==> config.mk <==
export PLATFORM = sky130hd
export DESIGN_NAME = robot_avoid_and_command_controller_unit
export DESIGN_NICKNAME = d
export VERILOG_FILES = /design/src/rtl/rcc_pkg.sv /design/src/rtl/rcc_front.sv /design/src/rtl/rcc_queue.sv /design/src/rtl/rcc_back.sv /design/src/rtl/robot_avoid_and_command_controller_unit.sv
export SDC_FILE = /design/constraint.sdc
export NUM_CORES = 1
export LEC_CHECK = 0
export ABC_AREA = 1
export BUFFER_PORTS_ARGS = -buffer_cell sky130_fd_sc_hd__clkbuf_2
export CORE_ASPECT_RATIO = 0.7
export CORE_MARGIN = 1.5
export CORE_UTILIZATION = 55
export DETAILED_ROUTE_END_ITERATION = 10
export GPL_TIMING_DRIVEN = 0
export MAX_ROUTING_LAYER = met4
export PLACE_DENSITY = 0.83
export REMOVE_ABC_BUFFERS = 1
export SYNTH_ARGS = -nofsm -noshare
export SYNTH_HDL_FRONTEND = slang
export SYNTH_HIERARCHICAL = 1
export SYNTH_SLANG_ARGS = --single-unit
==> constraint.sdc <==
create_clock -name clk -period 8.1 [get_ports clk]
set_clock_uncertainty 0.05 [all_clocks]
set_input_delay 0.405 -clock clk [delete_from_list [all_inputs] [get_ports clk]]
set_output_delay 0.405 -clock clk [all_outputs]
set_load 0.005 [all_outputs]
==> src/rtl/rcc_pkg.sv <==
// Shared types, codes and constants of the robot avoidance and command controller.
`default_nettype none
package rcc_pkg;

	// Distance reading width and compare width against the safe threshold
	localparam int DIST_W = 16;
	localparam int SAFE_W = 12;
	localparam int CMP_W  = (DIST_W > SAFE_W) ? DIST_W : SAFE_W;

	// Decoded-word queue between front and back
	localparam int QDEPTH = 4;
	localparam int QPTR_W = $clog2(QDEPTH);

	// Configuration port
	localparam int CFG_AW = 5;
	localparam int CFG_DW = 32;

	localparam logic [2:0] REG_SAFE    = 3'd0;
	localparam logic [2:0] REG_TIMEOUT = 3'd1;
	localparam logic [2:0] REG_SETTLE  = 3'd2;
	localparam logic [2:0] REG_BRAKE   = 3'd3;
	localparam logic [2:0] REG_REVERSE = 3'd4;
	localparam logic [2:0] REG_PAUSE   = 3'd5;
	localparam logic [2:0] REG_TURN    = 3'd6;

	// Reset values of the configuration registers
	localparam logic [11:0] SAFE_RST    = 12'd60;
	localparam logic [7:0]  TIMEOUT_RST = 8'd100;
	localparam logic [5:0]  SETTLE_RST  = 6'd10;
	localparam logic [5:0]  BRAKE_RST   = 6'd17;
	localparam logic [5:0]  REVERSE_RST = 6'd17;
	localparam logic [5:0]  PAUSE_RST   = 6'd33;
	localparam logic [5:0]  TURN_RST    = 6'd33;

	// Host command codes
	typedef enum logic [3:0] {
		CMD_F   = 4'd0,
		CMD_B   = 4'd1,
		CMD_L   = 4'd2,
		CMD_R   = 4'd3,
		CMD_SL  = 4'd4,
		CMD_SR  = 4'd5,
		CMD_S   = 4'd6,
		CMD_G   = 4'd7,
		CMD_D   = 4'd8,
		CMD_A   = 4'd9,
		CMD_M   = 4'd10,
		CMD_H   = 4'd11,
		CMD_UNK = 4'd12
	} rcc_cmd_t;

	// Reply kinds
	localparam logic [2:0] RPL_NONE   = 3'd0;
	localparam logic [2:0] RPL_MOTION = 3'd1;
	localparam logic [2:0] RPL_SERVO  = 3'd2;
	localparam logic [2:0] RPL_DIST   = 3'd3;
	localparam logic [2:0] RPL_AUTO   = 3'd4;
	localparam logic [2:0] RPL_MANUAL = 3'd5;
	localparam logic [2:0] RPL_HELP   = 3'd6;
	localparam logic [2:0] RPL_UNK    = 3'd7;

	// Avoidance events
	localparam logic [2:0] EV_NONE     = 3'd0;
	localparam logic [2:0] EV_OBSTACLE = 3'd1;
	localparam logic [2:0] EV_BACK     = 3'd2;
	localparam logic [2:0] EV_SPIN     = 3'd3;
	localparam logic [2:0] EV_LEFT     = 3'd4;
	localparam logic [2:0] EV_RIGHT    = 3'd5;
	localparam logic [2:0] EV_RESUME   = 3'd6;
	localparam logic [2:0] EV_TIMEOUT  = 3'd7;

	// Speeds and angles
	localparam logic [6:0]        SPEED_MAX  = 7'd100;
	localparam logic signed [15:0] SPEED_LIM = 16'sd100;
	localparam logic signed [15:0] ANGLE_LIM = 16'sd180;
	localparam logic [7:0]        SERVO_FWD  = 8'd90;
	localparam logic [7:0]        SERVO_SIDE = 8'd5;
	localparam logic signed [7:0] CRUISE_POS = 8'sd50;
	localparam logic signed [7:0] CRUISE_NEG = -8'sd50;
	localparam logic signed [7:0] REV_POS    = 8'sd40;
	localparam logic signed [7:0] REV_NEG    = -8'sd40;
	localparam logic signed [7:0] SPIN_FAST  = 8'sd60;
	localparam logic signed [7:0] WHEEL_STOP = 8'sd0;

	// Avoidance phases
	typedef enum logic [5:0] {
		PH_SCAN    = 6'b000001,
		PH_FORWARD = 6'b000010,
		PH_STOP    = 6'b000100,
		PH_BACK    = 6'b001000,
		PH_SCANLR  = 6'b010000,
		PH_TURN    = 6'b100000
	} rcc_phase_t;

	// Input word
	typedef struct packed {
		logic        has_command;
		logic [3:0]  command_code;
		logic signed [15:0] argument;
		logic        argument_valid;
		logic [15:0] front_distance;
		logic [15:0] left_distance;
		logic [15:0] right_distance;
		logic [15:0] probe_distance;
	} rcc_in_t;

	// Result word
	typedef struct packed {
		logic signed [7:0] left_wheel;
		logic signed [7:0] right_wheel;
		logic [7:0]  servo_angle;
		logic        control_mode;
		logic [2:0]  reply_kind;
		logic [15:0] reply_value;
		logic [2:0]  avoid_event;
	} rcc_out_t;

	// Decoded word handed from front to back
	typedef struct packed {
		logic              go_manual;
		logic              go_auto;
		logic              wheel_we;
		logic signed [7:0] wheel_l;
		logic signed [7:0] wheel_r;
		logic              servo_we;
		logic [7:0]        servo;
		logic [2:0]        reply_kind;
		logic [15:0]       reply_value;
		logic              front_block;
		logic              sides_block;
		logic              left_wider;
	} rcc_op_t;

	// Hold and timeout settings used by the back end
	typedef struct packed {
		logic [7:0] timeout_ticks;
		logic [5:0] settle_ticks;
		logic [5:0] brake_ticks;
		logic [5:0] reverse_ticks;
		logic [5:0] pause_ticks;
		logic [5:0] turn_ticks;
	} rcc_cfg_t;

endpackage
`default_nettype wire

==> src/rtl/rcc_front.sv <==
// Front end: decodes the host command and classifies the distance readings.
`default_nettype none
module rcc_front import rcc_pkg::*; (
	input  rcc_in_t     item,
	input  logic [11:0] safe_distance,
	output rcc_op_t     op
);

	logic [6:0]        spd;
	logic [6:0]        spd_inv;
	logic [7:0]        angle;
	logic [7:0]        spd_p;
	logic [7:0]        spd_n;
	logic [7:0]        inv_p;
	logic [7:0]        inv_n;
	logic [DIST_W-1:0] d_front;
	logic [DIST_W-1:0] d_left;
	logic [DIST_W-1:0] d_right;
	logic [CMP_W-1:0]  safe_x;

	// Clamp the argument to speed and angle ranges
	always_comb begin
		if (item.argument < 16'sd0) begin
			spd   = '0;
			angle = '0;
		end else begin
			spd   = (item.argument > SPEED_LIM) ? SPEED_MAX : item.argument[6:0];
			angle = (item.argument > ANGLE_LIM) ? ANGLE_LIM[7:0] : item.argument[7:0];
		end
		spd_inv = SPEED_MAX - spd;
		spd_p   = {1'b0, spd};
		spd_n   = 8'd0 - spd_p;
		inv_p   = {1'b0, spd_inv};
		inv_n   = 8'd0 - inv_p;
	end

	// Classify the readings against the threshold
	assign d_front = item.front_distance[DIST_W-1:0];
	assign d_left  = item.left_distance[DIST_W-1:0];
	assign d_right = item.right_distance[DIST_W-1:0];
	assign safe_x  = CMP_W'(safe_distance);

	// Decode the command into state updates and a reply
	always_comb begin
		op             = '0;
		op.front_block = (d_front != '0) && (CMP_W'(d_front) < safe_x);
		op.sides_block = (CMP_W'(d_left) < safe_x) && (CMP_W'(d_right) < safe_x);
		op.left_wider  = d_left > d_right;
		op.reply_kind  = RPL_NONE;
		if (item.has_command) begin
			if (item.command_code inside {[CMD_F:CMD_S], CMD_M})
				op.go_manual = 1'b1;
			case (item.command_code)
				CMD_F, CMD_B, CMD_L, CMD_R, CMD_SL, CMD_SR: begin
					if (item.argument_valid) begin
						op.wheel_we    = 1'b1;
						op.reply_kind  = RPL_MOTION;
						op.reply_value = 16'(spd);
						case (item.command_code)
							CMD_F: begin
								op.wheel_l = spd_n;
								op.wheel_r = spd_p;
							end
							CMD_B: begin
								op.wheel_l     = inv_p;
								op.wheel_r     = inv_n;
								op.reply_value = 16'(spd_inv);
							end
							CMD_L: begin
								op.wheel_l = WHEEL_STOP;
								op.wheel_r = spd_p;
							end
							CMD_R: begin
								op.wheel_l = spd_n;
								op.wheel_r = WHEEL_STOP;
							end
							CMD_SL: begin
								op.wheel_l = spd_p;
								op.wheel_r = inv_p;
							end
							default: begin
								op.wheel_l = inv_n;
								op.wheel_r = spd_n;
							end
						endcase
					end
				end
				CMD_S: begin
					op.wheel_we   = 1'b1;
					op.wheel_l    = WHEEL_STOP;
					op.wheel_r    = WHEEL_STOP;
					op.reply_kind = RPL_MOTION;
				end
				CMD_G: begin
					if (item.argument_valid) begin
						op.servo_we    = 1'b1;
						op.servo       = angle;
						op.reply_kind  = RPL_SERVO;
						op.reply_value = 16'(angle);
					end
				end
				CMD_D: begin
					op.reply_kind  = RPL_DIST;
					op.reply_value = 16'(item.probe_distance[DIST_W-1:0]);
				end
				CMD_A: begin
					op.go_auto    = 1'b1;
					op.reply_kind = RPL_AUTO;
				end
				CMD_M:   op.reply_kind = RPL_MANUAL;
				CMD_H:   op.reply_kind = RPL_HELP;
				default: op.reply_kind = RPL_UNK;
			endcase
		end
	end

endmodule
`default_nettype wire

==> src/rtl/rcc_queue.sv <==
// Short queue of decoded words between the front and back ends.
`default_nettype none
module rcc_queue import rcc_pkg::*; (
	input  logic    clk,
	input  logic    arst_n,
	input  logic    wr,
	input  rcc_op_t wdata,
	input  logic    rd,
	output rcc_op_t rdata,
	output logic    full,
	output logic    empty
);

	rcc_op_t           slot_q [QDEPTH];
	logic [QPTR_W-1:0] wp_q;
	logic [QPTR_W-1:0] rp_q;
	logic [QPTR_W:0]   count_q;
	logic              wr_en;
	logic              rd_en;

	assign full  = count_q == (QPTR_W + 1)'(QDEPTH);
	assign empty = count_q == '0;
	assign wr_en = wr && !full;
	assign rd_en = rd && !empty;
	assign rdata = slot_q[rp_q];

	// Advance pointers and fill count
	always_ff @(posedge clk or negedge arst_n) begin
		if (!arst_n) begin
			wp_q    <= '0;
			rp_q    <= '0;
			count_q <= '0;
		end else begin
			if (wr_en)
				wp_q <= wp_q + 1'b1;
			if (rd_en)
				rp_q <= rp_q + 1'b1;
			if (wr_en && !rd_en)
				count_q <= count_q + 1'b1;
			else if (rd_en && !wr_en)
				count_q <= count_q - 1'b1;
		end
	end

	// Store the incoming word
	always_ff @(posedge clk) begin
		if (wr_en)
			slot_q[wp_q] <= wdata;
	end

	a_count_bound: assert property (@(posedge clk) disable iff (!arst_n)
		count_q <= (QPTR_W + 1)'(QDEPTH))
		else $error("queue fill count beyond depth");

	a_count_grow: assert property (@(posedge clk) disable iff (!arst_n)
		(wr_en && !rd_en) |=> (count_q == $past(count_q) + 1'b1))
		else $error("queue fill count did not grow on write");

endmodule
`default_nettype wire

==> src/rtl/rcc_back.sv <==
// Back end: mode, timeout and avoidance state, plus the result buffer.
`default_nettype none
module rcc_back import rcc_pkg::*; (
	input  logic     clk,
	input  logic     arst_n,
	input  rcc_cfg_t cfg,
	input  rcc_op_t  op,
	input  logic     op_valid,
	output logic     op_take,
	input  logic     pop,
	output logic     empty,
	output rcc_out_t result
);

	logic              mode_q, mode_n;
	rcc_phase_t        phase_q, phase_n;
	logic [5:0]        hold_q, hold_n;
	logic [7:0]        idle_q, idle_n;
	logic signed [7:0] wl_q, wl_n;
	logic signed [7:0] wr_q, wr_n;
	logic [7:0]        servo_q, servo_n;
	logic [2:0]        ev;
	rcc_out_t          res_n;

	rcc_out_t          res_q [2];
	logic              owp_q;
	logic              orp_q;
	logic [1:0]        ocnt_q;
	logic              pop_en;

	assign empty   = ocnt_q == 2'd0;
	assign pop_en  = pop && !empty;
	assign op_take = op_valid && (ocnt_q != 2'd2 || pop_en);
	assign result  = res_q[orp_q];

	// Apply the command, then the timeout, then one avoidance step
	always_comb begin
		mode_n  = mode_q;
		phase_n = phase_q;
		hold_n  = hold_q;
		idle_n  = idle_q;
		wl_n    = wl_q;
		wr_n    = wr_q;
		servo_n = servo_q;
		ev      = EV_NONE;
		if (op.go_manual) begin
			mode_n = 1'b1;
			idle_n = '0;
		end
		if (op.wheel_we) begin
			wl_n = op.wheel_l;
			wr_n = op.wheel_r;
		end
		if (op.servo_we)
			servo_n = op.servo;
		if (op.go_auto)
			mode_n = 1'b0;
		if (mode_n) begin
			if (idle_n >= cfg.timeout_ticks) begin
				mode_n  = 1'b0;
				phase_n = PH_SCAN;
				hold_n  = '0;
				ev      = EV_TIMEOUT;
			end else begin
				idle_n = idle_n + 8'd1;
			end
		end
		if (!mode_n) begin
			if (hold_n != '0) begin
				hold_n = hold_n - 6'd1;
			end else begin
				case (phase_n)
					PH_SCAN: begin
						servo_n = SERVO_FWD;
						hold_n  = cfg.settle_ticks;
						phase_n = PH_FORWARD;
					end
					PH_FORWARD: begin
						servo_n = SERVO_FWD;
						if (op.front_block) begin
							wl_n    = WHEEL_STOP;
							wr_n    = WHEEL_STOP;
							hold_n  = cfg.brake_ticks;
							phase_n = PH_STOP;
							ev      = EV_OBSTACLE;
						end else begin
							wl_n    = CRUISE_NEG;
							wr_n    = CRUISE_POS;
							phase_n = PH_SCAN;
						end
					end
					PH_STOP: begin
						wl_n    = REV_POS;
						wr_n    = REV_NEG;
						hold_n  = cfg.reverse_ticks;
						phase_n = PH_BACK;
						ev      = EV_BACK;
					end
					PH_BACK: begin
						wl_n    = WHEEL_STOP;
						wr_n    = WHEEL_STOP;
						hold_n  = cfg.pause_ticks;
						phase_n = PH_SCANLR;
					end
					PH_SCANLR: begin
						servo_n = SERVO_SIDE;
						if (op.sides_block) begin
							wl_n = SPIN_FAST;
							wr_n = REV_POS;
							ev   = EV_SPIN;
						end else if (op.left_wider) begin
							wl_n = WHEEL_STOP;
							wr_n = CRUISE_POS;
							ev   = EV_LEFT;
						end else begin
							wl_n = CRUISE_NEG;
							wr_n = WHEEL_STOP;
							ev   = EV_RIGHT;
						end
						hold_n  = cfg.turn_ticks;
						phase_n = PH_TURN;
					end
					PH_TURN: begin
						phase_n = PH_SCAN;
						ev      = EV_RESUME;
					end
					default: phase_n = PH_SCAN;
				endcase
			end
		end
		res_n.left_wheel   = wl_n;
		res_n.right_wheel  = wr_n;
		res_n.servo_angle  = servo_n;
		res_n.control_mode = mode_n;
		res_n.reply_kind   = op.reply_kind;
		res_n.reply_value  = op.reply_value;
		res_n.avoid_event  = ev;
	end

	// Commit the state on each word taken
	always_ff @(posedge clk or negedge arst_n) begin
		if (!arst_n) begin
			mode_q  <= 1'b0;
			phase_q <= PH_SCAN;
			hold_q  <= '0;
			idle_q  <= '0;
			wl_q    <= WHEEL_STOP;
			wr_q    <= WHEEL_STOP;
			servo_q <= SERVO_FWD;
		end else if (op_take) begin
			mode_q  <= mode_n;
			phase_q <= phase_n;
			hold_q  <= hold_n;
			idle_q  <= idle_n;
			wl_q    <= wl_n;
			wr_q    <= wr_n;
			servo_q <= servo_n;
		end
	end

	// Advance the result buffer pointers
	always_ff @(posedge clk or negedge arst_n) begin
		if (!arst_n) begin
			owp_q  <= 1'b0;
			orp_q  <= 1'b0;
			ocnt_q <= '0;
		end else begin
			if (op_take)
				owp_q <= !owp_q;
			if (pop_en)
				orp_q <= !orp_q;
			if (op_take && !pop_en)
				ocnt_q <= ocnt_q + 2'd1;
			else if (pop_en && !op_take)
				ocnt_q <= ocnt_q - 2'd1;
		end
	end

	// Hold the finished result words
	always_ff @(posedge clk) begin
		if (op_take)
			res_q[owp_q] <= res_n;
	end

	a_buf_bound: assert property (@(posedge clk) disable iff (!arst_n)
		ocnt_q <= 2'd2)
		else $error("result buffer overfilled");

	a_take_shows: assert property (@(posedge clk) disable iff (!arst_n)
		op_take |=> !empty)
		else $error("taken word left no result");

	a_timeout_auto: assert property (@(posedge clk) disable iff (!arst_n)
		(op_take && ev == EV_TIMEOUT) |=> !mode_q)
		else $error("timeout left manual mode set");

endmodule
`default_nettype wire

==> src/rtl/robot_avoid_and_command_controller_unit.sv <==
// Top level: configuration registers and the front, queue and back ends.
//
//  channel   direction  handshake            payload
//  input     in         push / full          item   (rcc_in_t)
//  result    out        pop / empty          result (rcc_out_t)
//  config    in/out     APB psel/penable     paddr, pwdata, prdata
//
// One word per cycle sustained while results are popped. A pushed word
// is decoded into the four-entry queue; a single back-end step then
// updates mode, timeout and avoidance state and buffers the result.
// full rises when four decoded words wait; a two-entry result buffer lets
// the back end keep taking words while the oldest result is not popped.
// Reset clears the queues and loads all state and registers at once.
`default_nettype none
module robot_avoid_and_command_controller_unit import rcc_pkg::*; (
	input  logic              clk,
	input  logic              arst_n,
	input  logic              push,
	output logic              full,
	input  rcc_in_t           item,
	output logic              empty,
	input  logic              pop,
	output rcc_out_t          result,
	input  logic              psel,
	input  logic              penable,
	input  logic              pwrite,
	input  logic [CFG_AW-1:0] paddr,
	input  logic [CFG_DW-1:0] pwdata,
	output logic [CFG_DW-1:0] prdata,
	output logic              pready
);

	logic [11:0] safe_q;
	rcc_cfg_t    cfg_q;
	logic [2:0]  reg_idx;
	logic        cfg_we;
	rcc_op_t     op_dec;
	rcc_op_t     op_q;
	logic        q_empty;
	logic        op_take;

	assign pready  = 1'b1;
	assign reg_idx = paddr[CFG_AW-1:2];
	assign cfg_we  = psel && penable && pwrite && pready;

	// Write configuration registers
	always_ff @(posedge clk or negedge arst_n) begin
		if (!arst_n) begin
			safe_q              <= SAFE_RST;
			cfg_q.timeout_ticks <= TIMEOUT_RST;
			cfg_q.settle_ticks  <= SETTLE_RST;
			cfg_q.brake_ticks   <= BRAKE_RST;
			cfg_q.reverse_ticks <= REVERSE_RST;
			cfg_q.pause_ticks   <= PAUSE_RST;
			cfg_q.turn_ticks    <= TURN_RST;
		end else if (cfg_we) begin
			case (reg_idx)
				REG_SAFE:    safe_q              <= pwdata[11:0];
				REG_TIMEOUT: cfg_q.timeout_ticks <= pwdata[7:0];
				REG_SETTLE:  cfg_q.settle_ticks  <= pwdata[5:0];
				REG_BRAKE:   cfg_q.brake_ticks   <= pwdata[5:0];
				REG_REVERSE: cfg_q.reverse_ticks <= pwdata[5:0];
				REG_PAUSE:   cfg_q.pause_ticks   <= pwdata[5:0];
				REG_TURN:    cfg_q.turn_ticks    <= pwdata[5:0];
				default: ;
			endcase
		end
	end

	// Read back configuration registers
	always_comb begin
		case (reg_idx)
			REG_SAFE:    prdata = CFG_DW'(safe_q);
			REG_TIMEOUT: prdata = CFG_DW'(cfg_q.timeout_ticks);
			REG_SETTLE:  prdata = CFG_DW'(cfg_q.settle_ticks);
			REG_BRAKE:   prdata = CFG_DW'(cfg_q.brake_ticks);
			REG_REVERSE: prdata = CFG_DW'(cfg_q.reverse_ticks);
			REG_PAUSE:   prdata = CFG_DW'(cfg_q.pause_ticks);
			REG_TURN:    prdata = CFG_DW'(cfg_q.turn_ticks);
			default:     prdata = '0;
		endcase
	end

	rcc_front u_front (
		.item          (item),
		.safe_distance (safe_q),
		.op            (op_dec)
	);

	rcc_queue u_queue (
		.clk    (clk),
		.arst_n (arst_n),
		.wr     (push),
		.wdata  (op_dec),
		.rd     (op_take),
		.rdata  (op_q),
		.full   (full),
		.empty  (q_empty)
	);

	rcc_back u_back (
		.clk      (clk),
		.arst_n   (arst_n),
		.cfg      (cfg_q),
		.op       (op_q),
		.op_valid (!q_empty),
		.op_take  (op_take),
		.pop      (pop),
		.empty    (empty),
		.result   (result)
	);

endmodule
`default_nettype wire

# Yosys cells after proc, flatten, opt, wreduce, memory -nomap -nowiden
# Memories as Yosys holds them, arrays and structs flattened.
# Cells that the tools add are included.
dict set report classes {
  eq_ne 25
  order_cmp 10
  reduce_logical 41
  n_addsub 11
  n_mux 70
}
# operator n
set ops {}
lappend ops {{$mux W8} 18}
lappend ops {{$pmux W12 S7} 1}
lappend ops {{$pmux W16 S5} 1}
lappend ops {{$mux W6} 11}
lappend ops {{$pmux W8 S4} 2}
lappend ops {{$pmux W6 S5} 2}
lappend ops {{$lt A16 B12 Y1} 3}
lappend ops {{$pmux W16 S3} 1}
lappend ops {{$mux W47} 1}
lappend ops {{$mux W17} 2}
lappend ops {{$pmux W17 S2} 1}
lappend ops {{$mux W28} 1}
lappend ops {{$mux W3} 9}
lappend ops {{$mux W7} 3}
lappend ops {{$pmux W3 S7} 1}
lappend ops {{$eq A4 B3 Y1 const B} 4}
lappend ops {{$eq A4 B4 Y1 const B} 4}
lappend ops {{$gt A16 B16 Y1} 1}
lappend ops {{$gt A16 B8 Y1 const B} 1}
lappend ops {{$gt A16 B9 Y1 const B} 1}
lappend ops {{$lt A16 B1 Y1 const B} 1}
lappend ops {{$pmux W8 S2} 1}
lappend ops {{$reduce_bool A16 Y1} 1}
lappend ops {{$sub A1 B7 Y8 const A} 2}
lappend ops {{37 further kinds} 84}
dict set report totals {
  mem_count 2
  output_inout_bits 82
  reg_bits 106
  mem_bits_rw 294
  elab_cells 179
  input_bits 130
}
# memory words width read_ports rd_ports_with_merged_regs write_ports line_no
set memory_table {}
lappend memory_table {u_queue.slot_q 4 50 1 0 1 rcc_queue.sv:14} ;# rcc_op_t slot_q [QDEPTH];
lappend memory_table {u_back.res_q 2 47 1 0 1 rcc_back.sv:25} ;# rcc_out_t res_q [2];

# Logic depth before layout (Yosys ltp)
# An unclocked memory read counts as a cell.
dict set report depth {
  word_depth 10
  mapped_depth 31
  ltp_nobuf 27
}

# Hierarchy
# The synthesis kept the hierarchy.
# mod cells_per_inst seq_area_each_um2 area_per_inst_um2 n_inst
set by_module_without_submodules {}
lappend by_module_without_submodules {rcc_queue 645 6180.9 8529.4 1}
lappend by_module_without_submodules {rcc_back 799 4055.1 7134.3 1}
lappend by_module_without_submodules {robot_avoid_and_command_controller_unit 350 1272.5 2813.9 1}
lappend by_module_without_submodules {rcc_front 478 0.0 2795.2 1}

# Worst setup path before layout
# Ideal clock, no wire load.
dict set report synth_path {
  path_type {reg2reg}
  from {register u_queue.rp_q[0]}
  to {memory u_back/res_q[0][42] (netlist name), data pin}
  required_time_ns 7.798
  stages_incl_launch_ff 30
  synth_period_minus_slack_ns 3.742
  arrival_time_ns 3.440
  setup_time_ns 0.252
  slack_ns 4.358
  path_buffers 4
  cell_sequence {dfrtp_1 > inv_2 > clkbuf_1 > nand2_1 > o211ai_1 > nand2_1 > nor2_1 > inv_1 > ha_1 > inv_1 > nand2_1 > nand2_1 > nand3_1 > nand2_1 > nand2_1 > nand2_1 > nand2_2 > nand2_2 > buf_8 > buf_4 > nand2_1 > ha_1 > nand4_4 > nor2_4 > buf_6 > nand2_2 > nor2_4 > nand3_1 > nand2_1 > inv_1}
}
# item line_no
set synth_lines {}
lappend synth_lines {{start: declaration} rcc_queue.sv:16} ;# logic [QPTR_W-1:0] rp_q;
lappend synth_lines {{start signal: assignment} rcc_queue.sv:37} ;# rp_q <= rp_q + 1'b1;
lappend synth_lines {{end: declaration} rcc_back.sv:25}

==> summary.json <==
{
  "route": {
    "routed_wl_microns": 51200,
    "first_pass_iters": 6,
    "viasPerCell": 5.53,
    "m1WireLength_microns": 23700,
    "wire_per_inst_microns": 17.4,
    "num_vias": 16200,
    "initialDrtViolationCount": 1827,
    "dr.max_layer_used": "met4",
    "route.met3.wl_microns": 3950,
    "dr_wl_met2_microns": 22600,
    "drt.antenna.violating_nets": 0,
    "drc_errors": 0
  },
  "sta": {
    "timing.max_slew.rel_slack_pct": 18.2,
    "max_slew.worst_pin.slew_ns": 1.23,
    "period_minus_slack_ns": 5.76,
    "setup_viol_count_final": 0,
    "achievable-frequency_mhz": 174,
    "layout_worst_path_cycle_share_pct": 71.1,
    "slew_violations": 0,
    "fin_tns_setup_ns": 0,
    "grt_setup_unrepaired": "no",
    "hold_violations": 0
  },
  "cts": {
    "post_cts_buffers": 0,
    "cts.reportedPaths.clkPinSlew_ns": 0.06,
    "clock_latency_ns": 0.55,
    "cts_tree": "yes",
    "cts-buffers-inserted": 40,
    "clock-sinks": 400,
    "cts-htree-levels": 2,
    "clock_tree.buffer_depth": 3,
    "clockRootBuffer": "clkbuf_16"
  },
  "critical_path": {
    "criticalPathCategory": "reg2reg",
    "worst_ep_required_time_ns": 8.25,
    "worst_path_arrival_time_ns": 5.91,
    "critical_path.max_stage_delay_ns": 0.91,
    "critical_path.startpoint_type": "register",
    "most_used_cell_along_the_critical_path": "nand2_1",
    "cpMaxStageDelayCell": "inv_2",
    "timing.critical_path.fanout_max": 51,
    "worstSetupEndpointType": "register",
    "timing.critical_path.cells": "buf_12 > inv_2 > o211ai_1 > nand2_1 > inv_2 > nand2_1 > inv_1 > ha_1 > nand2_1 > o21a_1 > nand2_2 > nand2_2 > nand2_1 > ha_1 > nand4_4 > nor2_4 > nand2_2 > inv_2 > o21ai_0"
  },
  "flow_run": {
    "max_cap_violations": 0
  },
  "global_routing": {
    "grt_use_total_pct": 26.4,
    "grt_antenna_before_repair": 0,
    "grt_overflow_total": 0,
    "grt_pass1_vias": 15200,
    "grt_start_max_net_pins": 133,
    "grt_first_pass_wirelength_microns": 80300
  },
  "floorplan": {
    "fp.dieArea_sq_um": 39900,
    "row_count": 60,
    "die_w_microns": 238,
    "initial_utilization_pct": 55.6,
    "core-area_sq_um": 38300,
    "io_pins": 212,
    "floorplan.die.height_microns": 168
  },
  "placed_design": {
    "numPortBuffers": 168,
    "gp_congestion": 0.946,
    "post_detail_place_hpwl_microns": 36000
  },
  "layout": {
    "drive_gt1_share_pct": 15.8,
    "layout.cells.most_common_list": "691 x nand2_1, 294 x edfxtp_1, 281 x inv_1",
    "mostFrequentLayoutCell": "nand2_1",
    "postLayoutCoreUtil_pct": 61.8,
    "multi_input_comb_area_sq_um": 8020,
    "sequential_cell_area_sq_um": 11500,
    "area_growth_syn_to_layout_pct": 11.3,
    "antenna_cells": 0,
    "nFillCells": 3053,
    "num-nets-final": 2607
  },
  "synth": {
    "yosys_warnings": 6,
    "synth_enable_flop_cells": 294,
    "postSynth.asyncResetShare_pct": 26.5,
    "yosys.cell_types.count": 61,
    "synth-seq-cells": 400,
    "mappedNetlistArea_sq_um": 21300,
    "avgSynthCellArea_sq_um": 9.36,
    "synth_ff_type": "edfxtp_1",
    "ys_seq_area_share_pct": 54.1,
    "syn_inst": 2272
  },
  "min_path": {
    "worstHoldPathType": "in2reg"
  },
  "power": {
    "fin_total_pwr_uw": 8480,
    "power.ir.vdd_worst_v": 0.000264,
    "leakage_uw": 0.0108,
    "pwr_density_cell_nw_per_um2": 358
  },
  "outcome": {
    "status": "completed"
  }
}
## layout make-up
cell class              count  share of cell area, %
clock buffers              57                   4.71
multi-input cells        1489                   33.9
flip-flops and latches    400                   48.6
inverters                 298                   4.77
well taps                 496                   2.62
repair buffers            179                   4.51
clock inverters            17                  0.846
## logic make-up after synthesis
| group | count (synthesis) | share of synthesized area [%] |
|---|---|---|
| AO/OA/AOI/OAI | 352 | 10.8 |
| XOR/XNOR | 16 | 0.694 |
| adder cells (fa/ha/maj) | 69 | 4.09 |
| buffers and inverters | 402 | 8.73 |
| flip-flops | 400 | 54.1 |
| multiplexers | 4 | 0.188 |
| other | 2 | 0.0353 |
| AND/OR/NAND/NOR | 1027 | 21.3 |
## worst paths after layout
kind                                                  start                             to  slack [ns]  cells past startpoint
worst max register to register  u_queue/rp_q[1]$_DFFE_PN0P_  u_back/res_q[1][24]$_DFFE_PP_        2.34                     19
worst max-delay path            u_queue/rp_q[1]$_DFFE_PN0P_  u_back/res_q[1][24]$_DFFE_PP_        2.34                     19
min in group asynchronous                            arst_n  u_back/servo_q[7]$_DFFE_PN0P_        0.52                      2
worst min-delay path                             pwdata[11]         safe_q[11]$_DFFE_PN0P_        0.05                      3
worst min register to register        cfg_q[36]$_DFFE_PN1P_          cfg_q[36]$_DFFE_PN1P_        0.43                      2
max in group asynchronous                            arst_n       u_back/orp_q$_DFFE_PN0P_        6.81                      2
## worst max-delay path, delay by kind of cell (launching register included)
family,cells,cell delay [ns]
flip-flops,1,0.58
buffers and inverters,5,1.53
AO/OA/AOI/OAI,3,0.69
adder cells (fa/ha/maj),2,0.59
AND/OR/NAND/NOR,9,1.92
## where the power goes
part           switching, uW  internal [uW]  total, uW
Clock                    773           1060       1840
Combinational           2220           1020       3240
Sequential               287           3110       3400
## flip-flops by register name, summed over array words and instances, names as in the netlist, 6 cells and up
signal and count:
u_back/res_q 94, safe_q 12, u_back/hold_q 6, u_back/phase_q 6
u_back/servo_q 8, u_back/wl_q 8, u_queue/slot_q 200, u_back/idle_q 8
u_back/wr_q 8, cfg_q 38
## synthesized netlist by cell type (6+ instances only)
cell / number / share of area, %
nand2_1: 691 / 12
edfxtp_1: 294 / 42
inv_1: 282 / 5.0
nor2_1: 129 / 2.3
o21ai_0: 102 / 2.4
o211ai_1: 93 / 3.3
nand3_1: 88 / 2.1
dfrtp_1: 84 / 9.9
ha_1: 68 / 4.0
a21oi_1: 61 / 1.4
nand4_1: 36 / 1.1
buf_6: 29 / 1.5
o21ai_1: 24 / 0.56
buf_4: 23 / 0.81
clkbuf_1: 23 / 0.41
buf_2: 22 / 0.52
dfstp_2: 22 / 2.7
o211ai_2: 16 / 0.94
nand2_2: 15 / 0.44
inv_2: 14 / 0.25
a31oi_1: 12 / 0.35
nand2_4: 12 / 0.64
nor2_2: 11 / 0.32
nor2_4: 10 / 0.53
o21ai_2: 8 / 0.33
xnor2_1: 8 / 0.33
nand3_2: 7 / 0.33
nor4_1: 7 / 0.21
o21a_1: 7 / 0.25
xor2_1: 7 / 0.29
buf_1: 6 / 0.11
nand3_4: 6 / 0.49
nor3_1: 6 / 0.14
## stage by stage
step	instance area, sq um	instances	setup WS [ns]	hold slack (ns)
2_1_floorplan	20600	2187	2.89	0.0594
3_3_place_gp	22100	2851	0.942	0.411
3_5_place_dp	22300	2861	2.50	0.420
4_1_cts	23700	2936	2.45	0.0235
5_1_grt	23700	2936	2.04	0.0450
6_report	23700	2936	2.34	0.0468
## timing repair
action | in CTS | in global routing
resized for setup | 0 | 0
hold buffers | 1 | 0
endpoints found under the setup margin | 0 | 0
hold endpoints to repair | 79 | 0
## layer usage
metal / vias to the layer above / GRT usage, %
li1: 7834 / -
met1: 7722 / 38.5
met2: 607 / 38.4
met3: 79 / 4.30
met4: 0 / 7.02
met5: - / -
(Power assumes the default switching activity.)
